==> config.mk <==
export PLATFORM = sky130hd
export DESIGN_NAME = interrupt_level_dispatch
export DESIGN_NICKNAME = d
export VERILOG_FILES = /design/src/sv/ild_pkg.sv /design/src/sv/interrupt_level_dispatch.sv /design/src/sv/ild_cfg_regs.sv /design/src/sv/ild_select.sv
export SDC_FILE = /design/constraint.sdc
export NUM_CORES = 1
export LEC_CHECK = 0
export BUFFER_PORTS_ARGS = -buffer_cell sky130_fd_sc_hd__buf_2
export CORE_AREA = 4 4 218 220
export DETAILED_ROUTE_END_ITERATION = 10
export DIE_AREA = 0 0 222 224
export PLACE_DENSITY_LB_ADDON = 0.08
export SETUP_SLACK_MARGIN = 0.3
export SLEW_MARGIN = 20
export SYNTH_ARGS = -nofsm -noshare
export SYNTH_HDL_FRONTEND = slang
export SYNTH_SLANG_ARGS = --single-unit
==> constraint.sdc <==
create_clock -name i_clk -period 14.13 [get_ports i_clk]
set_input_delay 2.826 -clock i_clk [delete_from_list [all_inputs] [get_ports i_clk]]
set_output_delay 2.826 -clock i_clk [all_outputs]
set_load 0.02 [all_outputs]
==> src/sv/ild_pkg.sv <==
// ild_pkg: shared types and constants for the interrupt level dispatch block
// holds the operation and outcome codes, the line code array and the search result struct
// no dependencies
`timescale 1ns / 1ps

package ild_pkg;

    // fixed geometry of the assignment words and the item fields
    localparam int WORD_COUNT = 8;
    localparam int WORD_W     = 32;
    localparam int CODE_W     = 4;
    localparam int CODES_PER_WORD = WORD_W / CODE_W;
    localparam int LINE_MAX   = WORD_COUNT * CODES_PER_WORD;
    localparam int LINE_IDX_W = 6;
    localparam int LEVEL_W    = 4;
    localparam int IRQ_W      = 7;
    localparam int COUNT_W    = 32;
    localparam int CFG_IDX_W  = 4;

    // item operation codes
    typedef enum logic [0:0] {
        OP_DISPATCH = 1'b0,
        OP_UNMASK   = 1'b1
    } t_op;

    // result outcome codes
    typedef enum logic [1:0] {
        OUT_DISPATCHED = 2'd0,
        OUT_SPURIOUS   = 2'd1,
        OUT_RANGE      = 2'd2,
        OUT_UNMASKED   = 2'd3
    } t_outcome;

    // level code of every line, unpacked from the assignment words
    typedef logic [LINE_MAX-1:0][CODE_W-1:0] t_code_array;

    // result of the line search
    typedef struct packed {
        logic                  found;
        logic [LINE_IDX_W-1:0] line;
    } t_sel;

endpackage

==> src/sv/interrupt_level_dispatch.sv <==
// interrupt_level_dispatch: top level, item register, decode, state and result register
// uses ild_cfg_regs, ild_select and ild_pkg
`timescale 1ns / 1ps

// Routes a core interrupt level to a peripheral line.
// Input channel (i_in_valid / o_in_ready) carries one item: a dispatch of a level
// with the 64 raw pending bits, or an unmask of one line. Every item gives one
// result on the output channel (o_out_valid / i_out_ready): outcome, interrupt
// number and the spurious counter after the item.
// From acceptance the item sits in the item register, and the code compare and
// priority encode load the result register, which drives o_out_valid.
// Throughput is one item per cycle while the receiver takes results; the line search is a single parallel pass.
// Enable mask and spurious counter update as an item moves into the result
// register, so the next item always sees them.
// When the receiver stalls, the result holds and one more item waits in the item
// register; o_in_ready drops only when both are full.
// Configuration writes (i_cfg_valid / o_cfg_ready) are always taken and set one
// assignment word; indexes 8 and up are ignored. Write only while idle.
// Reset (synchronous, active low) clears the words, the mask and the counter
// and empties both registers.

module interrupt_level_dispatch #(
    parameter int LINE_COUNT   = 64,
    parameter int FIRST_LEVEL  = 7,
    parameter int LAST_LEVEL   = 13,
    parameter int TIMER_VECTOR = 6,
    parameter int TIMER_IRQ    = 6
) (
    input  logic                          i_clk,
    input  logic                          i_rst_n,
    // input item channel
    input  logic                          i_in_valid,
    output logic                          o_in_ready,
    input  logic                          i_operation,
    input  logic [ild_pkg::LEVEL_W-1:0]    i_level,
    input  logic [ild_pkg::LINE_MAX-1:0]   i_pending_lines,
    input  logic [ild_pkg::LINE_IDX_W-1:0] i_line_to_enable,
    // result channel
    output logic                          o_out_valid,
    input  logic                          i_out_ready,
    output logic [1:0]                    o_outcome,
    output logic [ild_pkg::IRQ_W-1:0]      o_irq_number,
    output logic [ild_pkg::COUNT_W-1:0]    o_spurious_total,
    // configuration write channel
    input  logic                          i_cfg_valid,
    output logic                          o_cfg_ready,
    input  logic [ild_pkg::CFG_IDX_W-1:0]  i_cfg_index,
    input  logic [ild_pkg::WORD_W-1:0]     i_cfg_data
);
    import ild_pkg::*;

    // item register
    logic                  r_a_valid;
    t_op                   r_a_op;
    logic [LEVEL_W-1:0]    r_a_level;
    logic [LINE_MAX-1:0]   r_a_pending;
    logic [LINE_IDX_W-1:0] r_a_line;

    // result register
    logic               r_b_valid;
    t_outcome           r_b_outcome;
    logic [IRQ_W-1:0]   r_b_irq;
    logic [COUNT_W-1:0] r_b_total;

    // block state
    logic [LINE_COUNT-1:0] r_mask;
    logic [LINE_COUNT-1:0] n_mask;
    logic [COUNT_W-1:0]    r_count;
    logic [COUNT_W-1:0]    n_count;

    t_outcome            n_outcome;
    logic [IRQ_W-1:0]    n_irq;
    logic                advance;
    logic                accept;
    logic [LINE_COUNT-1:0] active;
    logic [LINE_COUNT-1:0] set_bit;
    logic [CODE_W-1:0]   want;
    t_code_array         codes;
    t_sel                sel;

    // handshakes
    assign advance     = r_a_valid && (!r_b_valid || i_out_ready);
    assign o_in_ready  = !r_a_valid || advance;
    assign accept      = i_in_valid && o_in_ready;
    assign o_cfg_ready = 1'b1;

    ild_cfg_regs u_cfg (
        .i_clk      (i_clk),
        .i_rst_n    (i_rst_n),
        .i_wr_en    (i_cfg_valid),
        .i_wr_index (i_cfg_index),
        .i_wr_data  (i_cfg_data),
        .o_codes    (codes)
    );

    // line search inputs
    assign active = r_a_pending[LINE_COUNT-1:0] & r_mask;
    assign want   = CODE_W'(r_a_level - LEVEL_W'(FIRST_LEVEL));

    ild_select #(
        .LINE_COUNT (LINE_COUNT)
    ) u_select (
        .i_active (active),
        .i_want   (want),
        .i_codes  (codes),
        .o_sel    (sel)
    );

    // one-hot of the line to unmask, lines past the count give nothing
    always_comb begin
        for (int i = 0; i < LINE_COUNT; i++) begin
            set_bit[i] = (r_a_line == LINE_IDX_W'(i));
        end
    end

    // decode of the held item
    always_comb begin
        n_outcome = OUT_DISPATCHED;
        n_irq     = '0;
        n_mask    = r_mask;
        n_count   = r_count;
        if (r_a_op == OP_UNMASK) begin
            n_outcome = OUT_UNMASKED;
            n_mask    = r_mask | set_bit;
        end else if (r_a_level == LEVEL_W'(TIMER_VECTOR)) begin
            n_outcome = OUT_DISPATCHED;
            n_irq     = IRQ_W'(TIMER_IRQ);
        end else if (r_a_level < LEVEL_W'(FIRST_LEVEL) ||
                     r_a_level > LEVEL_W'(LAST_LEVEL)) begin
            n_outcome = OUT_RANGE;
        end else if (sel.found) begin
            n_outcome = OUT_DISPATCHED;
            n_irq     = IRQ_W'(FIRST_LEVEL) + IRQ_W'(sel.line);
        end else begin
            n_outcome = OUT_SPURIOUS;
            n_count   = r_count + COUNT_W'(1);
        end
    end

    // item register control
    always_ff @(posedge i_clk) begin
        if (!i_rst_n) begin
            r_a_valid <= 1'b0;
        end else if (o_in_ready) begin
            r_a_valid <= i_in_valid;
        end
    end

    // item register payload
    always_ff @(posedge i_clk) begin
        if (accept) begin
            r_a_op      <= t_op'(i_operation);
            r_a_level   <= i_level;
            r_a_pending <= i_pending_lines;
            r_a_line    <= i_line_to_enable;
        end
    end

    // result register control and block state
    always_ff @(posedge i_clk) begin
        if (!i_rst_n) begin
            r_b_valid <= 1'b0;
            r_mask    <= '0;
            r_count   <= '0;
        end else begin
            if (advance) begin
                r_b_valid <= 1'b1;
                r_mask    <= n_mask;
                r_count   <= n_count;
            end else if (i_out_ready) begin
                r_b_valid <= 1'b0;
            end
        end
    end

    // result register payload
    always_ff @(posedge i_clk) begin
        if (advance) begin
            r_b_outcome <= n_outcome;
            r_b_irq     <= n_irq;
            r_b_total   <= n_count;
        end
    end

    assign o_out_valid      = r_b_valid;
    assign o_outcome        = r_b_outcome;
    assign o_irq_number     = r_b_irq;
    assign o_spurious_total = r_b_total;

    // enable bits are only ever set
    a_mask_grows: assert property (@(posedge i_clk) disable iff (!i_rst_n)
        $past(i_rst_n) |-> (($past(r_mask) & ~r_mask) == '0))
        else $error("enable mask lost a bit");

    // counter moves only with a spurious result that reports the new value
    a_count_spurious: assert property (@(posedge i_clk) disable iff (!i_rst_n)
        ($past(i_rst_n) && (r_count != $past(r_count))) |->
        (r_b_valid && r_b_outcome == OUT_SPURIOUS && r_b_total == r_count))
        else $error("spurious counter changed without a spurious result");

    // only a dispatch carries an interrupt number
    a_irq_zero: assert property (@(posedge i_clk) disable iff (!i_rst_n)
        (r_b_valid && r_b_outcome != OUT_DISPATCHED) |-> (r_b_irq == '0))
        else $error("non-dispatch result with interrupt number");

    // a dispatched number is the timer or a line number
    a_irq_range: assert property (@(posedge i_clk) disable iff (!i_rst_n)
        (r_b_valid && r_b_outcome == OUT_DISPATCHED) |->
        (r_b_irq == IRQ_W'(TIMER_IRQ) || r_b_irq >= IRQ_W'(FIRST_LEVEL)))
        else $error("dispatched interrupt number below first level");

endmodule

==> src/sv/ild_cfg_regs.sv <==
// ild_cfg_regs: the eight level assignment words and their write port
// unpacks the words into one level code per line; depends on ild_pkg
`timescale 1ns / 1ps

module ild_cfg_regs (
    input  logic                         i_clk,
    input  logic                         i_rst_n,
    input  logic                         i_wr_en,
    input  logic [ild_pkg::CFG_IDX_W-1:0] i_wr_index,
    input  logic [ild_pkg::WORD_W-1:0]    i_wr_data,
    output ild_pkg::t_code_array          o_codes
);
    import ild_pkg::*;

    logic [WORD_W-1:0] r_words [WORD_COUNT];

    // word write, indexes past the list are dropped
    always_ff @(posedge i_clk) begin
        if (!i_rst_n) begin
            for (int w = 0; w < WORD_COUNT; w++) begin
                r_words[w] <= '0;
            end
        end else if (i_wr_en) begin
            for (int w = 0; w < WORD_COUNT; w++) begin
                if (i_wr_index == CFG_IDX_W'(w)) begin
                    r_words[w] <= i_wr_data;
                end
            end
        end
    end

    // one 4-bit code per line
    always_comb begin
        for (int w = 0; w < WORD_COUNT; w++) begin
            for (int k = 0; k < CODES_PER_WORD; k++) begin
                o_codes[w*CODES_PER_WORD + k] = r_words[w][k*CODE_W +: CODE_W];
            end
        end
    end

endmodule

==> src/sv/ild_select.sv <==
// ild_select: parallel code compare and priority encode over the peripheral lines
// finds the lowest active line assigned to the wanted level code; depends on ild_pkg
`timescale 1ns / 1ps

module ild_select #(
    parameter int LINE_COUNT = 64
) (
    input  logic [LINE_COUNT-1:0]      i_active,
    input  logic [ild_pkg::CODE_W-1:0] i_want,
    input  ild_pkg::t_code_array       i_codes,
    output ild_pkg::t_sel              o_sel
);
    import ild_pkg::*;

    logic [LINE_COUNT-1:0] match;

    // per-line hit
    always_comb begin
        for (int i = 0; i < LINE_COUNT; i++) begin
            match[i] = i_active[i] && (i_codes[i] == i_want);
        end
    end

    // lowest-numbered hit wins
    always_comb begin
        o_sel.found = |match;
        o_sel.line  = '0;
        for (int i = LINE_COUNT - 1; i >= 0; i--) begin
            if (match[i]) begin
                o_sel.line = LINE_IDX_W'(i);
            end
        end
    end

endmodule

Yosys cells after proc, flatten, opt, wreduce, memory -nomap -nowiden
Memories as Yosys holds them, arrays and structs flattened.
Index checks and enable logic that the tools add are counted.
{"block": "word_totals", "output_inout_bits": 44, "ramBits": 256, "inputBits": 116, "elab_cells": 358, "register_bits": 214, "mem_count": 1}
{"block": "op_classes", "eq_ne": 135, "n_mux": 117, "n_bitwise": 11, "n_lt_le_gt_ge": 2, "n_reduce_logical": 77, "addsub": 3}
{"name": "u_cfg.r_words", "words": 8, "width": 32, "rd": 8, "rd_ports_with_merged_regs": 0, "wr": 8, "line": "ild_cfg_regs.sv:15", "rtl": "logic [WORD_W-1:0] r_words [WORD_COUNT];"}
{"op": "32-bit two-way mux", "count": 12}
{"op": "6-bit two-way mux", "count": 64}
{"op": "4-bit equality test", "count": 64}
{"op": "6-bit equality test (second input constant)", "count": 32}
{"op": "6-bit by 5-bit equality test with 1-bit output (second input constant)", "count": 16}
{"op": "1-bit logical AND", "count": 66}
{"op": "64-bit bitwise AND", "count": 1}
{"op": "64-bit OR", "count": 1}
{"op": "64-bit OR reduction", "count": 1}
{"op": "6-bit by 4-bit equality test with 1-bit output (second input constant)", "count": 8}
{"op": "1-bit two-way mux", "count": 36}
{"op": "32-bit by 1-bit adder with 32-bit output (second input constant)", "count": 1}
{"op": "6-bit by 3-bit equality test with 1-bit output (second input constant)", "count": 4}
{"op": "4-bit by 3-bit equality test with 1-bit output (second input constant)", "count": 5}
{"op": "6-bit by 2-bit equality test with 1-bit output (second input constant)", "count": 2}
{"op": "3-bit two-way mux", "count": 3}
{"op": "4-bit by 2-bit equality test with 1-bit output (second input constant)", "count": 2}
{"op": "1-bit OR", "count": 8}
{"op": "3-bit by 6-bit adder with 7-bit output (first input constant)", "count": 1}
{"op": "6-bit by 1-bit equality test with 1-bit output (second input constant)", "count": 1}
{"op": "6-bit zero test", "count": 1}
{"op": "4-bit by 1-bit equality test with 1-bit output (second input constant)", "count": 1}
{"op": "4-bit > comparator (second input constant)", "count": 1}
{"op": "4-bit zero test", "count": 1}
{"op": "other kinds (9)", "count": 13}

Logic depth before layout (Yosys ltp)
Gate-level depths: netlist (run 1).
{"block": "logic_depth", "depth_word": 71, "ltp_mapped": 20, "ltp_nobuf": 14}

Modules after synthesis
From an unflattened synthesis (run 1), not the netlist that was laid out.
{"block": "unflattened", "cells_unflattened": 1895, "area_unflattened_um2": 22096.2}
{"mod": "ild_cfg_regs", "instances": 1, "seq_area_each_um2": 7687.4, "area_per_inst_um2": 9396.5, "cells_per_inst": 573}
{"mod": "interrupt_level_dispatch", "instances": 1, "seq_area_each_um2": 5445.2, "area_per_inst_um2": 8608.3, "cells_per_inst": 760}
{"mod": "ild_select", "instances": 1, "seq_area_each_um2": 0.0, "area_per_inst_um2": 4091.4, "cells_per_inst": 562}

Worst setup path before layout (run 1)
OpenSTA, ideal clock, no wires.
{"block": "synth_path", "path_type": "input-to-output", "from": "in i_out_ready", "to": "out o_in_ready", "t_required_ps": 11304, "cell_stages": 2, "path_slack_ps": 8125, "path_buffers": 0, "t_arrival_ps": 3179, "cell_sequence": "nor2b_1 nand2_1"}
{"block": "synth_between", "elab_chain_cells": 3}
{"item": "start: declaration", "line": "interrupt_level_dispatch.sv:40", "rtl": "input logic i_out_ready,"}
{"item": "1-bit logical OR", "line": "interrupt_level_dispatch.sv:82", "rtl": "assign advance = r_a_valid && (!r_b_valid || i_out_ready);"}
{"item": "1-bit logical AND", "line": "interrupt_level_dispatch.sv:82"}
{"item": "1-bit logical OR", "line": "interrupt_level_dispatch.sv:83", "rtl": "assign o_in_ready = !r_a_valid || advance;"}
{"item": "end: declaration", "line": "interrupt_level_dispatch.sv:33", "rtl": "output logic o_in_ready,"}
No other way between the ends.

Final worst setup path (run 1)
Same ends and word-level chain as after synthesis.

==> out/qor.yml, run 1 <==
status: "complete, no violations"
critPathRequiredTime_ns: 11.30
drtIter0Drc: 1457
finalPower_uw: 3180
hp-start: "r_mask[15]"
min_period_over_period: 0.439
hold_viol: 0
syn_inst: 1812
port_buffers: 158
ant_nets: 0
ys_seq_area_frac: 0.579
max_slew.worst_pin.slew_ns: 1.21
clk_latency_ns: 0.59
cpPeakStageDelay_ns: 0.19
ys_warn_count: 0
fmax_ghz: 0.161
antenna_found_initial: 2
first_pass_iters: 7
hold_class: "flip-flop to flip-flop"
rsz0062_at_grt: "no"
drt_wl_total_um: 62000
syn_nets: 1934
fp.dieH_um: 224
cts_made_buffers: 51
crit_buf_inv: 2
relSlewSlack: 0.187
drive_gt1_frac: 0.142
initial_core_util: 0.500
setup_viol: 0
final_cell_mix: "edfxtp_1, nor2_1, buf_2"
hold_buffers: 0
worstReg2RegStart: "r_a_level[0]"
route.detailed.drc: 0
clkTransAtPathRegs_ns: 0.05
pin_count: 160
rrSetupSlack_ns: 8.19
syn2layout_area_growth_pct: 12.8
ys_ff_latch: 470
core_region_area_mm2: 0.0453
place_hpwl_um: 42200
via_per_inst: 5.58
synth-edff-count: 372
finalSetupTns_ns: 0
routedWlPerCell_um: 23.8
yosysUniqueCellTypes: 70
timing.rr.end: "o_spurious_total[7]"
hold_depth: 1
finalClockSkew_ns: 0.0231
cts_sinks: 470
fillers: 3912
criticalPathCategory: "input pin to primary output"
place.gp.congestion: 0.904
fp.dieArea_mm2: 0.0497
setup.worst_path.start_class: "input pin"
critPathMostFrequentCell: "buf_2"
syn_area_mm2: 0.0227
cp-startpoint: "i_out_ready"
ctsLongestPathBuffers: 3
holdPathEnd: "r_mask[15]"
cellPowerDensity_mw_per_mm2: 124
rows: 78
final_nets: 2083
worst_setup_path_end_kind: "primary output"
cts_resized: 0
worstPathArrival_ns: 3.38
path_max_fanout: 4
rr_worst_depth: 14
post_cts_buffers: 0
n_antenna_cell: 0
synthFlopType: "edfxtp_1"
globalRouteOverflowTotal: 0
grtUsageTotal: 0.247
syn_area_per_cell_um2: 12.5
min_period_ns: 6.21
grt_pass1_wl_um: 91500
layout_commonest_cell: "edfxtp_1"
multi_input_area_mm2: 0.00891
seqCellArea_mm2: 0.0131
async_reset_ff_frac: 0
cts-root-buf: "clkbuf_16"
grt_pass1_vias: 14200
maxCapViolations: 0
critPathTopFamily: "simple AND/OR/NAND/NOR gates"
ctsHtreeMaxLevel: 2
vias: 14500
slowest_stage: "nor2b_1"
grt_max_degree: 76
cts_tree: "yes"
ir_worst_vdd_mv: 0.100
worstPathCellList: "buf_2 -> nor2b_1 -> nand2_1 -> buf_2"
power.leakage_uw: 0.00981
die_x_um: 222
final_max_slew_viol_count: 0
## where the power goes
group	internal (uW)	switching, uW
logic	139	166
clock network	738	536
registers	1570	33.7
## layer usage
metal	global-route usage	routed length, um	up-vias
met1	0.350	27300	7227
met5	0	0	-
met3	0.0573	4510	87
met4	0.0636	1480	0
li1	-	-	6734
met2	0.390	28700	477
## logic make-up (layout without fill, tap and decap cells)
| logic type | count (synthesis) | count (layout) | synth area share |
|---|---|---|---|
| and+or+nand+nor | 727 | 727 | 0.154 |
| DFF | 470 | 470 | 0.579 |
| xor gates and xnor gates | 313 | 313 | 0.181 |
| AOI/OAI and AO/OA | 157 | 157 | 0.0505 |
| buffers and inverters | 134 | 325 | 0.0294 |
| adders and majority gates | 6 | 6 | 0.00331 |
| muxes | 4 | 4 | 0.00182 |
| other | 1 | 1 | 0.000165 |
## final cells by class
class | count | share of cell area
Clock buffer | 75 | 0.0563
Multi-Input combinational cell | 1208 | 0.349
Tap cell | 600 | 0.0294
Inverter | 42 | 0.00617
Clock inverter | 20 | 0.00534
Timing Repair Buffer | 188 | 0.0403
Sequential cell | 470 | 0.514
## worst max-delay path by stage
stage | end | slack (ns) | cells past startpoint
global placement | o_in_ready | 7.91 | 4
detailed placement | o_in_ready | 7.91 | 4
finish | o_in_ready | 7.92 | 4
floorplan | o_in_ready | 8.13 | 2
CTS | o_in_ready | 7.91 | 4
global route | o_spurious_total[7] | 7.72 | 14
## sequential cells by signal (all words and copies together), names as in the netlist
register / flops
r_a_line: 6
o_irq_number: 7
o_out_valid: 1
r_a_level: 4
r_mask: 64
r_count: 32
r_a_op: 1
u_cfg.r_words: 256
o_outcome: 2
r_a_pending: 64
o_spurious_total: 32
r_a_valid: 1
## metrics by stage
step	worst slack, ns	hold WS (ns)	utilization	cells	cell area, um2
final	7.92	0.466	0.564	2603	25600
after global routing	7.72	0.477	0.564	2603	25600
after CTS	7.91	0.467	0.564	2602	25500
after detailed placement	7.91	0.452	0.529	2507	24000
after global placement	7.91	0.446	0.529	2507	24000
after floorplan	8.13	0.440	-	1812	22700
## cells in the mapped netlist, drive strengths merged (42+ instances only)
library cell	n	area share
edfxtp	372	0.49
nor2	303	0.050
nand2	139	0.023
xnor2	132	0.051
dfxtp	98	0.087
xor2	85	0.033
o21a	66	0.022
xnor3	64	0.064
nor3	55	0.012
clkbuf	47	0.0078
buf	45	0.015
inv	42	0.0070
Note: power is estimated with default switching activity, not from simulation.
==> run 2, diff against run 1 <==
==> constraint.sdc (replaced) <==
create_clock -name i_clk -period 5.06 [get_ports i_clk]
set_input_delay 1.012 -clock i_clk [delete_from_list [all_inputs] [get_ports i_clk]]
set_output_delay 1.012 -clock i_clk [all_outputs]
set_load 0.02 [all_outputs]
==> out/qor.yml, run 2 (synthesis gave the netlist of run 1 again) <==
largest_reg_flops: 256
drt_wl_total_um: 64300
ir_worst_vdd_mv: 0.271
relSlewSlack: 0.196
critPathRequiredTime_ns: 5.50
syn2layout_area_growth_pct: 14.2
whs_ns: 0.465
fp.dieArea_mm2: 0.0497
status: "complete, no violations"
die_x_um: 222
vias: 14700
finalSetupTns_ns: 0
fmax_ghz: 0.226
n_antenna_cell: 0
grt_pass1_vias: 14400
finalClockSkew_ns: 0.0177
cts_resized: 0
final_nets: 2107
core_region_area_mm2: 0.0453
post_cts_buffers: 0
setup.worst_path.start_class: "flip-flop"
power.leakage_uw: 0.00998
cts_tree: "yes"
place.gp.congestion: 0.907
ctsHtreeMaxLevel: 2
first_pass_iters: 5
path_max_fanout: 31
cts-root-buf: "clkbuf_16"
min_period_over_period: 0.874
clkTransAtPathRegs_ns: 0.06
criticalPathCategory: "flip-flop to flip-flop"
fp.dieH_um: 224
routedWlPerCell_um: 24.5
route.detailed.drc: 0
grt_max_degree: 76
min_period_ns: 4.42
worst_setup_path_end_kind: "flip-flop"
initial_core_util: 0.500
rows: 78
clk_latency_ns: 0.59
grt_pass1_wl_um: 94200
cellPowerDensity_mw_per_mm2: 347
hold_buffers: 0
worstPathArrival_ns: 4.86
setup_viol: 0
hold_viol: 0
max_slew.worst_pin.slew_ns: 1.20
grtUsageTotal: 0.254
drive_gt1_frac: 0.158
globalRouteOverflowTotal: 0
via_per_inst: 5.60
ant_nets: 0
cts_sinks: 470
antenna_found_initial: 2
place_hpwl_um: 45100
hold_class: "flip-flop to flip-flop"
rsz0062_at_grt: "no"
largest-register: "u_cfg.r_words"
maxCapViolations: 0
layout_commonest_cell: "edfxtp_1"
final_max_slew_viol_count: 0
cts_made_buffers: 50
final_cell_mix: "edfxtp_1, nor2_1, buf_2"
drtIter0Drc: 1265
reg.largest.list: "u_cfg.r_words x256, r_a_pending x64, r_mask x64"
pin_count: 160
port_buffers: 158
fillers: 3810
ctsLongestPathBuffers: 3
-- run 2: cell count changes in the layout (fill, tap and decap cells not counted), moves of 3 or more --
cell	previous run	this run
clkinv_1	11	2
buf_4	30	51
buf_12	1	4
clkbuf_8	3	8
-- run 2: critical path, cell delays in order, from the launching register on --
cell and delay (ns):
edfxtp_1 0.40, inv_1 0.11, ha_4 0.45, buf_12 0.32
xnor2_1 0.16, nand4_1 0.20, nor3_1 0.71, buf_4 0.24
nand2b_1 0.15, o221ai_1 0.12, a211oi_1 0.31, o21ai_1 0.19
ha_1 0.26, xor2_1 0.15, or3_1 0.30, a21oi_1 0.14
-- run 2: final timing paths --
kind / startpoint / end / slack (ns) / depth (start not counted)
worst max-delay path: r_a_level[0] / o_irq_number[2] / 0.64 / 15
worst min-delay path: r_mask[60] / r_mask[60] / 0.46 / 1
worst max register to register: r_a_level[0] / o_irq_number[2] / 0.64 / 15
worst min register to register: r_mask[60] / r_mask[60] / 0.46 / 1
-- run 2: metrics by stage --
step,util,cell area (um2),std cells,worst slack [ns],power (uW)
floorplan,-,22700,1812,0.388,5140
global placement,0.534,24200,2532,0.593,5410
detailed placement,0.535,24200,2532,0.560,5420
CTS,0.570,25800,2626,0.527,9050
global route,0.572,25900,2627,0.402,9290
finish,0.572,25900,2627,0.640,8990
-- run 2: where the power goes --
| group | switching [uW] | internal [uW] |
|---|---|---|
| combinational | 474 | 402 |
| sequential | 94.2 | 4370 |
| clock | 1500 | 2140 |
-- run 2: layer usage --
| metal | wire length [um] | GRT usage |
|---|---|---|
| met3 | 4160 | 0.0339 |
| met5 | 0 | 0 |
| met1 | 28700 | 0.373 |
| met4 | 1630 | 0.0726 |
| met2 | 29800 | 0.403 |
-- run 2: area by class of cell --
class,count,area (um2),area share
sequential,470,13100,0.507
multi-input combinational,1208,8940,0.345
clock buffer,82,1520,0.0585
timing repair buffer,213,1280,0.0493
tap,600,751,0.0290
inverter,42,158,0.00609
clock inverter,12,111,0.00430
==> run 3, diff against run 2 <==
--- a/config.mk
+++ b/config.mk
@@ -7,6 +7,7 @@
 export LEC_CHECK = 0
 export BUFFER_PORTS_ARGS = -buffer_cell sky130_fd_sc_hd__buf_2
 export CORE_AREA = 4 4 218 220
+export CTS_BUF_LIST = sky130_fd_sc_hd__clkbuf_16
 export DETAILED_ROUTE_END_ITERATION = 10
 export DIE_AREA = 0 0 222 224
 export PLACE_DENSITY_LB_ADDON = 0.08
==> out/qor.yml, run 3 (synthesis gave the netlist of run 1 again) <==
min_period_ns: 4.48
pin_count: 160
seqCellArea_mm2: 0.0131
relSlewSlack: 0.229
min_period_over_period: 0.886
die_x_um: 222
port_buffers: 158
final_nets: 2107
clk_latency_ns: 0.59
layout_commonest_cell: "edfxtp_1"
place.gp.congestion: 0.907
drtIter0Drc: 1222
core_region_area_mm2: 0.0453
maxCapViolations: 0
criticalPathCategory: "flip-flop to flip-flop"
reg.largest.list: "u_cfg.r_words x256, r_a_pending x64, r_mask x64"
final_max_slew_viol_count: 0
finalSetupTns_ns: 0
vias: 14700
hold_class: "flip-flop to flip-flop"
status: "complete, no violations"
via_per_inst: 5.60
critPathRequiredTime_ns: 5.50
initial_core_util: 0.500
cts-root-buf: "clkbuf_16"
cts_made_buffers: 50
multi_input_area_mm2: 0.00894
grt_max_degree: 76
drt_wl_total_um: 64300
fp.dieArea_mm2: 0.0497
ctsHtreeMaxLevel: 2
hold_buffers: 0
worstPathArrival_ns: 4.92
rows: 78
antenna_found_initial: 2
route.detailed.drc: 0
power.leakage_uw: 0.0100
clkTransAtPathRegs_ns: 0.06
first_pass_iters: 5
fillers: 3818
cellPowerDensity_mw_per_mm2: 342
drive_gt1_frac: 0.154
path_max_fanout: 31
worst_setup_path_end_kind: "flip-flop"
ir_worst_vdd_mv: 0.272
finalPower_uw: 8820
grt_pass1_vias: 14400
setup.worst_path.start_class: "flip-flop"
cts_sinks: 470
hold_viol: 0
setup_viol: 0
grt_pass1_wl_um: 94300
ctsLongestPathBuffers: 3
globalRouteOverflowTotal: 0
n_antenna_cell: 0
finalClockSkew_ns: 0.0152
largest_reg_flops: 256
routedWlPerCell_um: 24.5
syn2layout_area_growth_pct: 13.8
fp.dieH_um: 224
ant_nets: 0
fmax_ghz: 0.223
final_cell_mix: "edfxtp_1, nor2_1, buf_2"
max_slew.worst_pin.slew_ns: 1.16
largest-register: "u_cfg.r_words"
cts_tree: "yes"
place_hpwl_um: 45100
rsz0062_at_grt: "no"
grtUsageTotal: 0.255
## run 3: cell count changes in the layout (fill, tap and decap cells not counted)
| cell | previous run | this run |
|---|---|---|
| clkbuf_1 | 21 | 0 |
| clkbuf_8 | 8 | 0 |
| clkinv_1 | 2 | 10 |
| inv_1 | 41 | 62 |
## run 3: critical path, stage by stage, from the launching register on
cell and delay [ns]:
edfxtp_1 0.40, inv_1 0.11, ha_4 0.45, buf_12 0.32, xnor2_1 0.15, nand4_1 0.18, nor3_1 0.71, o311ai_0 0.25
a2111oi_0 0.61, o21ai_1 0.24, ha_1 0.27, xor2_1 0.15, or3_1 0.30, a21oi_1 0.14
## run 3: final timing paths
path	start	endpoint	slack (ns)	cells past startpoint
worst max-delay path	r_a_level[0]	o_irq_number[2]	0.58	13
worst min-delay path	r_mask[35]	r_mask[35]	0.46	1
worst max register to register	r_a_level[0]	o_irq_number[2]	0.58	13
worst min register to register	r_mask[35]	r_mask[35]	0.46	1
## run 3: repair_timing
item / 4_1_cts / 5_1_grt
buffers inserted: 0 / 0
gates resized for setup: 0 / 5
endpoints found under the setup margin: 0 / 7
## run 3: metal layers
metal	up-vias	global-route usage	share of wire
met1	7369	0.374	0.45
met5	-	0	0
met4	0	0.0726	0.025
li1	6774	-	-
met2	477	0.403	0.46
met3	88	0.0339	0.062
## run 3: final cells by class
type                       count  share of cell area
sequential                   470               0.509
multi-input combinational   1208               0.346
clock buffer                  53              0.0514
timing repair buffer         213              0.0495
tap                          600              0.0291
clock inverter                41             0.00854
inverter                      42             0.00611
## run 3: metrics by stage
| step | hold WS [ns] | std cells | setup slack [ns] | utilization | instance area [um2] |
|---|---|---|---|---|---|
| final | 0.465 | 2627 | 0.577 | 0.570 | 25800 |
| after global routing | 0.481 | 2627 | 0.401 | 0.570 | 25800 |
| after CTS | 0.466 | 2626 | 0.527 | 0.569 | 25800 |
| after detailed placement | 0.452 | 2532 | 0.560 | 0.535 | 24200 |
| after global placement | 0.447 | 2532 | 0.593 | 0.534 | 24200 |
| after floorplan | 0.440 | 1812 | 0.388 | - | 22700 |
## run 3: where the power goes
group          switching [uW]  total (uW)  internal [uW]
Sequential               94.2        4470           4370
Combinational             475         876            402
Clock                    1500        3470           1980
